<file path="config.mk">
export PLATFORM = sky130hd
export DESIGN_NAME = packet_header_deframer
export DESIGN_NICKNAME = d
export VERILOG_FILES = /design/src/rtl/phd_pkg.sv /design/src/rtl/phd_parse.sv /design/src/rtl/packet_header_deframer.sv
export VERILOG_INCLUDE_DIRS = /design/src /design/src/rtl
export SDC_FILE = /design/constraint.sdc
export NUM_CORES = 1
export LEC_CHECK = 0
export BUFFER_PORTS_ARGS = -buffer_cell sky130_fd_sc_hd__buf_4
export CAP_MARGIN = 20
export CORE_MARGIN = 10
export CORE_UTILIZATION = 50
export CTS_BUF_LIST = sky130_fd_sc_hd__clkbuf_8
export CTS_CLUSTER_SIZE = 30
export DETAILED_ROUTE_END_ITERATION = 16
export PLACE_DENSITY = 0.81
export SYNTH_ARGS = -nofsm -noshare
export SYNTH_HDL_FRONTEND = slang
export SYNTH_SLANG_ARGS = --single-unit
</file>
<file path="constraint.sdc">
create_clock -name clk -period 12.45 [get_ports clk]
set_clock_uncertainty 0.1 [all_clocks]
set_input_delay 2.49 -clock clk [delete_from_list [all_inputs] [get_ports clk]]
set_output_delay 2.49 -clock clk [all_outputs]
set_load 0.03 [all_outputs]
</file>
<file path="src/rtl/packet_header_deframer_assert.svh">
`ifndef PACKET_HEADER_DEFRAMER_ASSERT_SVH
`define PACKET_HEADER_DEFRAMER_ASSERT_SVH

// same-cycle implication, sampled on clk, off while arst_n is low
`define PHD_ASSERT_NOW(lbl, ante, cons, msg) \
	lbl: assert property (@(posedge clk) disable iff (!arst_n) (ante) |-> (cons)) \
		else $error(msg);

// next-cycle implication, sampled on clk, off while arst_n is low
`define PHD_ASSERT_NEXT(lbl, ante, cons, msg) \
	lbl: assert property (@(posedge clk) disable iff (!arst_n) (ante) |=> (cons)) \
		else $error(msg);

`endif

</file>
<file path="src/rtl/phd_pkg.sv">
`timescale 1ns / 1ps

package phd_pkg;

	// largest payload accepted, in bytes
	localparam int unsigned MAX_PAYLOAD = 512;

	// byte counter saturates here
	localparam logic [10:0] POS_MAX = 11'd2047;

	// header sizes for one- and two-byte length encodings
	localparam logic [15:0] HDR_SHORT = 16'd11;
	localparam logic [15:0] HDR_LONG  = 16'd12;

	// offsets back from the header end
	localparam logic [15:0] SEQ_BACK = 16'd9;
	localparam logic [15:0] TS_BACK  = 16'd8;
	localparam logic [15:0] CRC_BYTES = 16'd4;

	typedef enum logic [2:0] {
		ST_OK           = 3'd0,
		ST_NO_HEADER    = 3'd1,
		ST_BAD_TYPE     = 3'd2,
		ST_INCONSISTENT = 3'd3,
		ST_TOO_LONG     = 3'd4
	} status_t;

	// one result item, plus a valid flag
	typedef struct packed {
		logic        valid;
		logic        kind;
		logic [7:0]  payload_byte;
		logic [1:0]  pkt_type;
		logic        truncated_flag;
		logic [4:0]  window;
		logic [14:0] payload_length;
		logic [7:0]  seqnum;
		logic [31:0] timestamp;
		logic [31:0] crc1;
		logic [31:0] crc2;
		status_t     status;
	} res_t;

endpackage

</file>
<file path="src/rtl/phd_parse.sv">
`timescale 1ns / 1ps

module phd_parse (
	input  logic           clk,
	input  logic           arst_n,
	input  logic           step,
	input  logic [7:0]     data_b,
	input  logic           last,
	output phd_pkg::res_t  res
);
	import phd_pkg::*;

	`include "packet_header_deframer_assert.svh"

	logic [10:0] pos_q, pos_d;
	logic        two_q, two_d;
	logic [1:0]  type_q, type_d;
	logic        trunc_q, trunc_d;
	logic [4:0]  win_q, win_d;
	logic [14:0] len_q, len_d;
	logic [7:0]  seq_q, seq_d;
	logic [31:0] ts_q, ts_d;
	logic [31:0] hcrc_q, hcrc_d;
	logic [31:0] pcrc_q, pcrc_d;

	logic [15:0] pos_w, hlen_w, pay_end, crc_end, rel_hdr, rel_pcrc;
	logic [15:0] count_w, hlen_d_w, need_w;
	logic        len_ok, emit;
	status_t     st;

	// position arithmetic against the current header layout
	always_comb begin
		pos_w    = {5'd0, pos_q};
		hlen_w   = two_q ? HDR_LONG : HDR_SHORT;
		pay_end  = hlen_w + {1'b0, len_q};
		crc_end  = pay_end + CRC_BYTES;
		rel_hdr  = pos_w - hlen_w;
		rel_pcrc = pos_w - pay_end;
		len_ok   = (len_q != '0) && ({1'b0, len_q} <= 16'(MAX_PAYLOAD));
	end

	// field capture for the byte at the current position
	always_comb begin
		pos_d   = pos_q;
		two_d   = two_q;
		type_d  = type_q;
		trunc_d = trunc_q;
		win_d   = win_q;
		len_d   = len_q;
		seq_d   = seq_q;
		ts_d    = ts_q;
		hcrc_d  = hcrc_q;
		pcrc_d  = pcrc_q;
		emit    = 1'b0;
		if (pos_q != POS_MAX) begin
			pos_d = pos_q + 11'd1;
			if (pos_w == 16'd0) begin
				type_d  = data_b[7:6];
				trunc_d = data_b[5];
				win_d   = data_b[4:0];
			end else if (pos_w == 16'd1) begin
				two_d = data_b[7];
				len_d = data_b[7] ? {data_b[6:0], 8'h00} : {7'd0, data_b};
			end else if (pos_w == 16'd2 && two_q) begin
				len_d = len_q | {7'd0, data_b};
			end else if (pos_w == hlen_w - SEQ_BACK) begin
				seq_d = data_b;
			end else if (pos_w >= hlen_w - TS_BACK && pos_w < hlen_w - CRC_BYTES) begin
				ts_d[{rel_hdr[1:0], 3'b000} +: 8] = data_b;
			end else if (pos_w >= hlen_w - CRC_BYTES && pos_w < hlen_w) begin
				hcrc_d[{rel_hdr[1:0], 3'b000} +: 8] = data_b;
			end else if (len_ok && pos_w >= hlen_w && pos_w < pay_end) begin
				emit = 1'b1;
			end else if (len_ok && pos_w >= pay_end && pos_w < crc_end) begin
				pcrc_d[{rel_pcrc[1:0], 3'b000} +: 8] = data_b;
			end
		end
	end

	// end of buffer status, checked in priority order
	always_comb begin
		count_w  = pos_w + 16'd1;
		hlen_d_w = two_d ? HDR_LONG : HDR_SHORT;
		need_w   = hlen_d_w + {1'b0, len_d} + CRC_BYTES;
		if (count_w < HDR_SHORT)
			st = ST_NO_HEADER;
		else if (type_d == 2'd0)
			st = ST_BAD_TYPE;
		else if (trunc_d && type_d != 2'd1)
			st = ST_INCONSISTENT;
		else if (two_d && count_w < HDR_LONG)
			st = ST_NO_HEADER;
		else if ({1'b0, len_d} > 16'(MAX_PAYLOAD))
			st = ST_TOO_LONG;
		else if (len_d == '0)
			st = ST_OK;
		else if (count_w < need_w)
			st = ST_INCONSISTENT;
		else
			st = ST_OK;
	end

	// result item: summary on the last byte, otherwise a forwarded payload byte
	always_comb begin
		res                = '0;
		res.valid          = step && (last || emit);
		res.kind           = last;
		res.payload_byte   = last ? 8'h00 : data_b;
		res.status         = ST_OK;
		if (last) begin
			res.pkt_type       = type_d;
			res.truncated_flag = trunc_d;
			res.window         = win_d;
			res.payload_length = len_d;
			res.seqnum         = seq_d;
			res.timestamp      = ts_d;
			res.crc1           = hcrc_d;
			res.crc2           = pcrc_d;
			res.status         = st;
		end
	end

	// parser state, cleared on the last byte of a buffer
	always_ff @(posedge clk or negedge arst_n) begin
		if (!arst_n) begin
			pos_q   <= '0;
			two_q   <= 1'b0;
			type_q  <= '0;
			trunc_q <= 1'b0;
			win_q   <= '0;
			len_q   <= '0;
			seq_q   <= '0;
			ts_q    <= '0;
			hcrc_q  <= '0;
			pcrc_q  <= '0;
		end else if (step) begin
			if (last) begin
				pos_q   <= '0;
				two_q   <= 1'b0;
				type_q  <= '0;
				trunc_q <= 1'b0;
				win_q   <= '0;
				len_q   <= '0;
				seq_q   <= '0;
				ts_q    <= '0;
				hcrc_q  <= '0;
				pcrc_q  <= '0;
			end else begin
				pos_q   <= pos_d;
				two_q   <= two_d;
				type_q  <= type_d;
				trunc_q <= trunc_d;
				win_q   <= win_d;
				len_q   <= len_d;
				seq_q   <= seq_d;
				ts_q    <= ts_d;
				hcrc_q  <= hcrc_d;
				pcrc_q  <= pcrc_d;
			end
		end
	end

	`PHD_ASSERT_NEXT(a_clear_after_last, step && last, pos_q == '0 && len_q == '0, "state not cleared after last byte")
	`PHD_ASSERT_NEXT(a_pos_advance, step && !last && pos_q != POS_MAX, pos_q == $past(pos_q) + 11'd1, "byte position did not advance")
	`PHD_ASSERT_NOW(a_emit_in_payload, res.valid && !res.kind, !last && len_ok, "payload byte outside a valid payload")
	`PHD_ASSERT_NOW(a_no_result_idle, !step, !res.valid, "result without a byte")

endmodule

</file>
<file path="src/rtl/packet_header_deframer.sv">
`timescale 1ns / 1ps

// packet_header_deframer
// Slave side (s_axis_*) takes one buffer byte per item in tdata, with tlast
// on the final byte. Master side (m_axis_*) gives two kinds of result item,
// told apart by tuser: 0 is a forwarded payload byte, 1 is the end of buffer
// summary carrying every header field, both crcs and a status code.
// Payload bytes are forwarded as they arrive; the summary status says
// whether they formed a valid payload.
// A result passes from the input register through the parse stage into the
// output register, from which it leaves.
// Throughput: one byte per cycle while the master side is ready; the byte
// counter, field captures and status compare all fit in the single parse
// stage between the two registers.
// Reset: arst_n clears the parser state and both valid flags; the first byte
// after reset starts a new buffer.
// Stall: while m_axis_tready is low a result holds in the output register,
// the input register keeps one more byte, and s_axis_tready then drops.
module packet_header_deframer (
	input  logic         clk,
	input  logic         arst_n,
	input  logic         s_axis_tvalid,
	output logic         s_axis_tready,
	input  logic [7:0]   s_axis_tdata,   // data_byte
	input  logic         s_axis_tlast,   // last_byte
	output logic         m_axis_tvalid,
	input  logic         m_axis_tready,
	// payload_byte, pkt_type, truncated_flag, window, payload_length,
	// seqnum, timestamp, crc1, crc2, status, zero fill
	output logic [143:0] m_axis_tdata,
	output logic         m_axis_tuser    // kind
);
	import phd_pkg::*;

	logic       valid_s1;
	logic [7:0] data_s1;
	logic       last_s1;
	logic       advance;
	logic       out_valid_q;
	res_t       res;
	res_t       out_q;

	// parse stage moves when the output register is free or draining
	assign advance       = valid_s1 && (!out_valid_q || m_axis_tready);
	assign s_axis_tready = !valid_s1 || advance;

	// input register valid
	always_ff @(posedge clk or negedge arst_n) begin
		if (!arst_n) begin
			valid_s1 <= 1'b0;
		end else if (s_axis_tvalid && s_axis_tready) begin
			valid_s1 <= 1'b1;
		end else if (advance) begin
			valid_s1 <= 1'b0;
		end
	end

	// input register payload
	always_ff @(posedge clk) begin
		if (s_axis_tvalid && s_axis_tready) begin
			data_s1 <= s_axis_tdata;
			last_s1 <= s_axis_tlast;
		end
	end

	phd_parse u_parse (
		.clk    (clk),
		.arst_n (arst_n),
		.step   (advance),
		.data_b (data_s1),
		.last   (last_s1),
		.res    (res)
	);

	// output register valid
	always_ff @(posedge clk or negedge arst_n) begin
		if (!arst_n) begin
			out_valid_q <= 1'b0;
		end else if (advance) begin
			out_valid_q <= res.valid;
		end else if (m_axis_tready) begin
			out_valid_q <= 1'b0;
		end
	end

	// output register payload
	always_ff @(posedge clk) begin
		if (advance && res.valid) begin
			out_q <= res;
		end
	end

	// pack the result item, first field lowest
	assign m_axis_tvalid = out_valid_q;
	assign m_axis_tuser  = out_q.kind;
	assign m_axis_tdata  = {6'd0, out_q.status, out_q.crc2, out_q.crc1, out_q.timestamp,
		out_q.seqnum, out_q.payload_length, out_q.window, out_q.truncated_flag,
		out_q.pkt_type, out_q.payload_byte};

endmodule
</file>
Yosys cells after proc, flatten, opt, wreduce, memory -nomap -nowiden
Cells that the tools add are included.

$add $sub $neg: 13. Multipliers: 0. Divide/modulo/power cells: 0. Magnitude comparators: 13. Equality and inequality tests: 5. Shift operators: 4. Muxes and demuxes: 76. Bitwise gates (word level): 2. Reduce and logical (&&, ||, !) cells: 29.

Operator list (number): two-way mux 32 bit (25); bitwise mux 32 bit (3); two-way mux 15 bit (6); variable shift 8 x 7 -> 32 bit, first input constant (2); indexed part select 8 x 7 -> 32 bit (2); greater-or-equal comparator 11 x 16 -> 1 bit (3); < comparator 11 x 16 -> 1 bit (3); two-way mux 8 bit (6); adder 16 x 3 -> 16 bit, second input constant (2); < comparator 16 x 4 -> 1 bit, second input constant (2); two-way mux 11 bit (2); two-way mux 1 bit (20); adder 16 x 15 -> 16 bit (1); adder 4 x 15 -> 16 bit (1); equality test 11 x 16 -> 1 bit (1); logical NOT 16 bit (1); < comparator 16 bit (1); greater-than comparator 15 x 10 -> 1 bit, second input constant (1); less-or-equal comparator 15 x 10 -> 1 bit, second input constant (1); logical NOT 15 bit (1); two-way mux 5 bit (3); bitwise OR 15 x 8 -> 15 bit (1); nonzero test 15 bit (1); logical AND 1 bit (14); other kinds (22) (39).

Register bits after elaboration: 289. Bits in latches: 0. Memory bits (writable): 0. Bits in read-only memories: 0. Input port bits: 13. Output and inout port bits: 147. Logic and storage cells: 169. Memories kept: 0.

Depth between registers and ports, before layout
Depth after elaboration: 16. Mapped depth: 23. Mapped depth without buffers: 22.

By module
From an unflattened synthesis, not the netlist that was laid out.

Cell total of the unflattened synthesis: 1515. Area, all modules: 15488.6 µm².

Modules (own cells, without submodules): phd_parse (times used 1, cells an instance 1350, area each 10884.2 µm², sequential area each 3478.3 µm²); packet_header_deframer (times used 1, cells an instance 165, area each 4604.4 µm², sequential area each 4494.3 µm²).

Least setup slack after synthesis
OpenSTA, ideal clock, no wires.

Path kind: reg2reg. From: register u_parse.two_q. To: register out_q (netlist bit m_axis_tdata[0]) (enable). Setup time: 0.639 ns. Arrival time: 9.339 ns. Required time: 11.711 ns. Slack: 2.372 ns. Cell stages (with the launch flop): 16. Buffers on the path: 0. Period minus slack after synthesis: 10.078 ns. Cell sequence: dfrtp_1 inv_1 ha_1 inv_1 fa_1 and2b_1 nor2_2 or3_1 xor2_1 ha_1 and3_1 a221oi_1 o31ai_1 a32oi_2 a21oi_1 nor2_1.

Word-level cells in the longest chain between the ends: 15. Elaborated cells between the ends (all ways): 28. Classes of those cells: 4 x add/sub; 6 x order compare; 1 x eq/ne; 9 x mux; 8 x reduce/logical.

RTL lines: start: declaration (line phd_parse.sv:16) `logic two_q, two_d;`; start signal: assignment (line phd_parse.sv:150) `two_q <= two_d;`; two-way mux 3 bit (line phd_parse.sv:34) `hlen_w = two_q ? HDR_LONG : HDR_SHORT;`; adder 4 x 15 -> 16 bit or greater-or-equal comparator 11 x 4 -> 1 bit (tied branches) (line phd_parse.sv:35, phd_parse.sv:72); < comparator 11 x 16 -> 1 bit or logical AND 1 bit (tied branches) (line phd_parse.sv:72) `end else if (len_ok && pos_w >= hlen_w && pos_w < pay_end) begin`; logical AND 1 bit (line phd_parse.sv:72); two-way mux 1 bit (line phd_parse.sv:72); two-way mux 1 bit (line phd_parse.sv:70) `end else if (pos_w >= hlen_w - CRC_BYTES && pos_w < hlen_w) begin`; two-way mux 1 bit (line phd_parse.sv:68) `end else if (pos_w >= hlen_w - TS_BACK && pos_w < hlen_w - CRC_BYTES) begin`; two-way mux 1 bit (line phd_parse.sv:66) `end else if (pos_w == hlen_w - SEQ_BACK) begin`; two-way mux 1 bit (*) (line phd_parse.sv:64) `end else if (pos_w == 16'd2 && two_q) begin`; two-way mux 1 bit (*) (line phd_parse.sv:61) `end else if (pos_w == 16'd1) begin`; two-way mux 1 bit (*) (line phd_parse.sv:57) `if (pos_w == 16'd0) begin`; two-way mux 1 bit (*) (line phd_parse.sv:55) `if (pos_q != POS_MAX) begin`; logical OR 1 bit (*) (line phd_parse.sv:106) `res.valid = step && (last || emit);`; logical AND 1 bit (*) (line phd_parse.sv:106); logical AND 1 bit (*) (line packet_header_deframer.sv:88) `if (advance && res.valid) begin`; end signal: assignment (line packet_header_deframer.sv:89) `out_q <= res;`; end: declaration (line packet_header_deframer.sv:41) `res_t out_q;`.

Every way passes the cells marked *; elsewhere a longest branch is shown, timed or not. A chain may end at the register's enable or synchronous reset.

Worst setup path after layout
From: register u_parse.two_q. To: register out_q (netlist bit m_axis_tdata[137]) (enable).

The elaborated chain is that of the path after synthesis.

==> implementation parameters <==
Parameter                              Value

Worst setup path
  Maximum single-stage delay on the critical path    0.81 ns
  Dominant delay contributor by cell family on the critical path    buffers and inverters
  Critical Path RT    12.54 ns
  CP Cell Sequence    inv_1 -> ha_1 -> inv_1 -> fa_1 -> and2b_1 -> nor2_2 -> or3_1 -> xor2_1 -> ha_1 -> and3_1 -> a221oi_1 -> o31ai_1 -> a32oi_2 -> a21oi_1 -> nor2_4 -> buf_4 -> buf_4
  Worst Setup End Kind    flip-flop
  Slowest library cell on the worst path    sky130_fd_sc_hd__buf_4
  WS Path Type    reg2reg
  Buffers & Inverters on Critical Path    4
  Highest fanout seen on the critical path    73
  CP Launch Point    u_parse.two_q
  Launch point of the worst reg-to-reg path    u_parse.two_q
  Kind of start point of the critical path    flip-flop
  Worst Path Arrival    6.71 ns

Synthesis
  Yosys synthesis warning count    0
  Sequential-to-total area share from yosys stat    52.4%
  Number of synthesized flops with an enable pin    148
  Number of distinct standard cells referenced by the synthesized netlist    83
  Prevailing post-synth register cell    sky130_fd_sc_hd__edfxtp_1
  Synth async-reset ratio    48.8%
  Per-instance average area after synthesis    10.3 µm²
  Synth Cell Area    15200 µm²
  Mapped Cells    1483
  Synth Register Bits    289

Floorplanning
  Overall die width    194 µm
  Initial core utilization    51.0%
  Row count    63
  Die ar.    37800 µm²
  Number of top-level pins    160
  CORE AREA    29800 µm²
  Die extent in y    194 µm

Drt
  Remaining routing DRC violations    0
  Post-detailed-route wirelength per cell    21.4 µm
  Routed wire length    43300 µm
  First-pass iteration count of the detailed router    5
  Count of routing violations after the opening detailed-route iteration    1513
  Total number of vias    12500
  ANT nets after route    0
  Mean number of vias per cell    6.15

STA
  Shortest period the worst path allows    6.63 ns
  Tcrit/Tclk final    53.2%
  # setup viols final    0
  Setup repair after global routing missed its margin    no
  Count of final max-slew check failures    0
  Max transition margin    22.6%
  Final hold violation count    0
  Final worst-path setup slack    5.82 ns
  Setup tns final    0 ns
  Slew at the pin with the worst max-slew slack    1.15 ns
  Achievable clock frequency    0.151 GHz
  Worst hold slack    0.377 ns

Worst hold path
  Min-Delay Path Class    reg2reg
  Hold path startpoint    u_parse.ts_q[31]

Placement
  RePlAce Congestion    0.955
  Minimum setup slack after placement    5.95 ns
  Post-DP HPWL    29400 µm
  Count of port buffers added during placement    153

Clock tree
  Clk slew on worst S/H paths    0.07 ns
  Buffer type at the clock tree root    sky130_fd_sc_hd__clkbuf_8
  CTS tree    yes
  CTS H-Tree Depth    2
  Number of gates resized after cts    0
  CTS Hold Buffers Added    0
  Clock latency on the worst-skew pair    0.58 ns
  Sink Count    289
  Post-CTS Setup Bufs    0
  Number of buffers on the longest clock path    3
  Number of buffers created by CTS    47

Flow run
  Max-cap violations    0

Layout
  Share of layout cells above drive strength 1    16.9%
  Fin util    58.8%
  Count of antenna diodes in the layout    0
  Final-stage net count    1677
  Area delta synth->final    15.2%

Power
  Power per cell area    153 nW/µm²
  Maximum resistive drop on vdd    0.0807 mV
  Leak pwr    7.02 nW

Global route
  Vias in the first global route    12000
  Global-route usage over all layers    21.9%
  Antenna violations before repair    1
  Wire length of the first global-routing pass    68000 µm
  Pin count of the biggest net entering global routing    74
  Remaining global-route overflow    0

Status
  Outcome    complete, no violations
sequential cells by signal (all words and copies together), names as in the netlist, 8 cells and up:
name and flops:
u_parse.pcrc_q 32, u_parse.len_q 15, u_parse.hcrc_q 32, data_s1 8
u_parse.pos_q 11, u_parse.ts_q 32, m_axis_tdata 138, u_parse.seq_q 8
stage by stage:
| stage | cells | cell area [µm²] | total power [mW] |
|---|---|---|---|
| floorplan | 1488 | 15200 | 1.63 |
| global placement | 1939 | 16600 | 1.83 |
| detailed placement | 1939 | 16600 | 1.85 |
| CTS | 2026 | 17500 | 2.68 |
| global route | 2028 | 17500 | 2.81 |
| finish | 2028 | 17500 | 2.69 |
synth_stat cells (all sizes together), types with 14 or more instances:
master | n | share of area (%)
nand2 | 198 | 4.9
edfxtp | 148 | 29
dfrtp | 141 | 23
nand3 | 120 | 3.9
a21oi | 114 | 3.8
o21ai | 111 | 3.7
clkbuf | 80 | 2.0
nor2 | 72 | 1.8
ha | 60 | 4.9
a22o | 55 | 3.2
buf | 32 | 1.2
nand2b | 30 | 1.2
inv | 29 | 0.72
a32o | 22 | 1.4
and2 | 22 | 0.90
nor3 | 20 | 0.77
and3 | 19 | 0.78
mux2i | 19 | 1.3
xnor2 | 19 | 1.1
xor2 | 15 | 0.86
a21o | 14 | 0.69
layer usage:
layer  vias up  routed length [µm]  GRT usage (%)
li1       5656                   -              -
met1      6044               18800           29.7
met2       689               19600           33.9
met3        92                3890           5.13
met4         0                1120           7.30
met5         -                   0              0
worst register-to-register path, delay by kind of cell (launching register included):
family | cells | cell delay, ns
buf+inv | 4 | 1.85
compound gates | 4 | 1.21
fa+ha+maj | 3 | 0.99
simple gates | 5 | 1.21
xor+xnor | 1 | 0.24
flops | 1 | 0.53
area by class of cell:
class,instances,area (µm²)
inverters,29,109
clock inverters,36,238
repair buffers,175,1320
flip-flops and latches,289,7970
fillers,2474,12300
multi-input cells,1058,6690
clock buffers,51,702
well taps,390,488
path summary, 6_finish.rpt:
path                                      to  slack, ns  cells past startpoint
setup / recovery           m_axis_tdata[137]       5.82                     17
hold / removal              u_parse.ts_q[31]       0.38                      1
setup reg to reg           m_axis_tdata[137]       5.82                     17
hold reg to reg             u_parse.ts_q[31]       0.38                      1
max in group asynchronous   u_parse.ts_q[16]       8.99                      2
min in group asynchronous   u_parse.pos_q[7]       1.85                      1
cells by family after synthesis:
logic type / share of synthesized area [%]
AO/OA/AOI/OAI: 16.9
XOR/XNOR: 1.96
adder cells (fa/ha/maj): 5.46
buffers and inverters: 3.90
flip-flops: 52.4
multiplexers: 1.28
other: 0.0247
AND/OR/NAND/NOR: 18.0
cell usage in the layout, fill, tap and decap left out, types with 4 or more instances in the layout:
cell                       instances
sky130_fd_sc_hd__nand2_1         198
sky130_fd_sc_hd__buf_4           172
sky130_fd_sc_hd__edfxtp_1        148
sky130_fd_sc_hd__dfrtp_1         141
sky130_fd_sc_hd__nand3_1         120
sky130_fd_sc_hd__a21oi_1         114
sky130_fd_sc_hd__o21ai_0         100
sky130_fd_sc_hd__nor2_1           68
sky130_fd_sc_hd__ha_1             60
sky130_fd_sc_hd__a22o_1           55
sky130_fd_sc_hd__clkbuf_8         51
sky130_fd_sc_hd__inv_1            42
sky130_fd_sc_hd__nand2b_1         30
sky130_fd_sc_hd__a32o_1           22
sky130_fd_sc_hd__xnor2_1          19
sky130_fd_sc_hd__and3_1           19
sky130_fd_sc_hd__and2_1           19
sky130_fd_sc_hd__mux2i_1          18
sky130_fd_sc_hd__nor3_1           16
sky130_fd_sc_hd__xor2_1           15
sky130_fd_sc_hd__a21o_1           14
sky130_fd_sc_hd__nor2b_1          13
sky130_fd_sc_hd__nand4_1          12
sky130_fd_sc_hd__o21ai_1          11
sky130_fd_sc_hd__a31oi_1           9
sky130_fd_sc_hd__clkinv_1          9
sky130_fd_sc_hd__o22ai_1           8
sky130_fd_sc_hd__clkinv_2          7
sky130_fd_sc_hd__nor4_4            6
sky130_fd_sc_hd__a211o_1           6
sky130_fd_sc_hd__conb_1            6
sky130_fd_sc_hd__nor3b_1           5
sky130_fd_sc_hd__o211ai_1          5
sky130_fd_sc_hd__nor4_1            4
sky130_fd_sc_hd__a211oi_2          4
sky130_fd_sc_hd__fa_1              4
report_power, final:
part / internal [mW] / total [mW] / switching [mW]
combinational: 0.239 / 0.757 / 0.518
sequential: 1.06 / 1.10 / 0.0399
clock: 0.443 / 0.828 / 0.385
total: 1.74 / 2.69 / 0.943
Note: power is estimated with default switching activity, not from simulation.
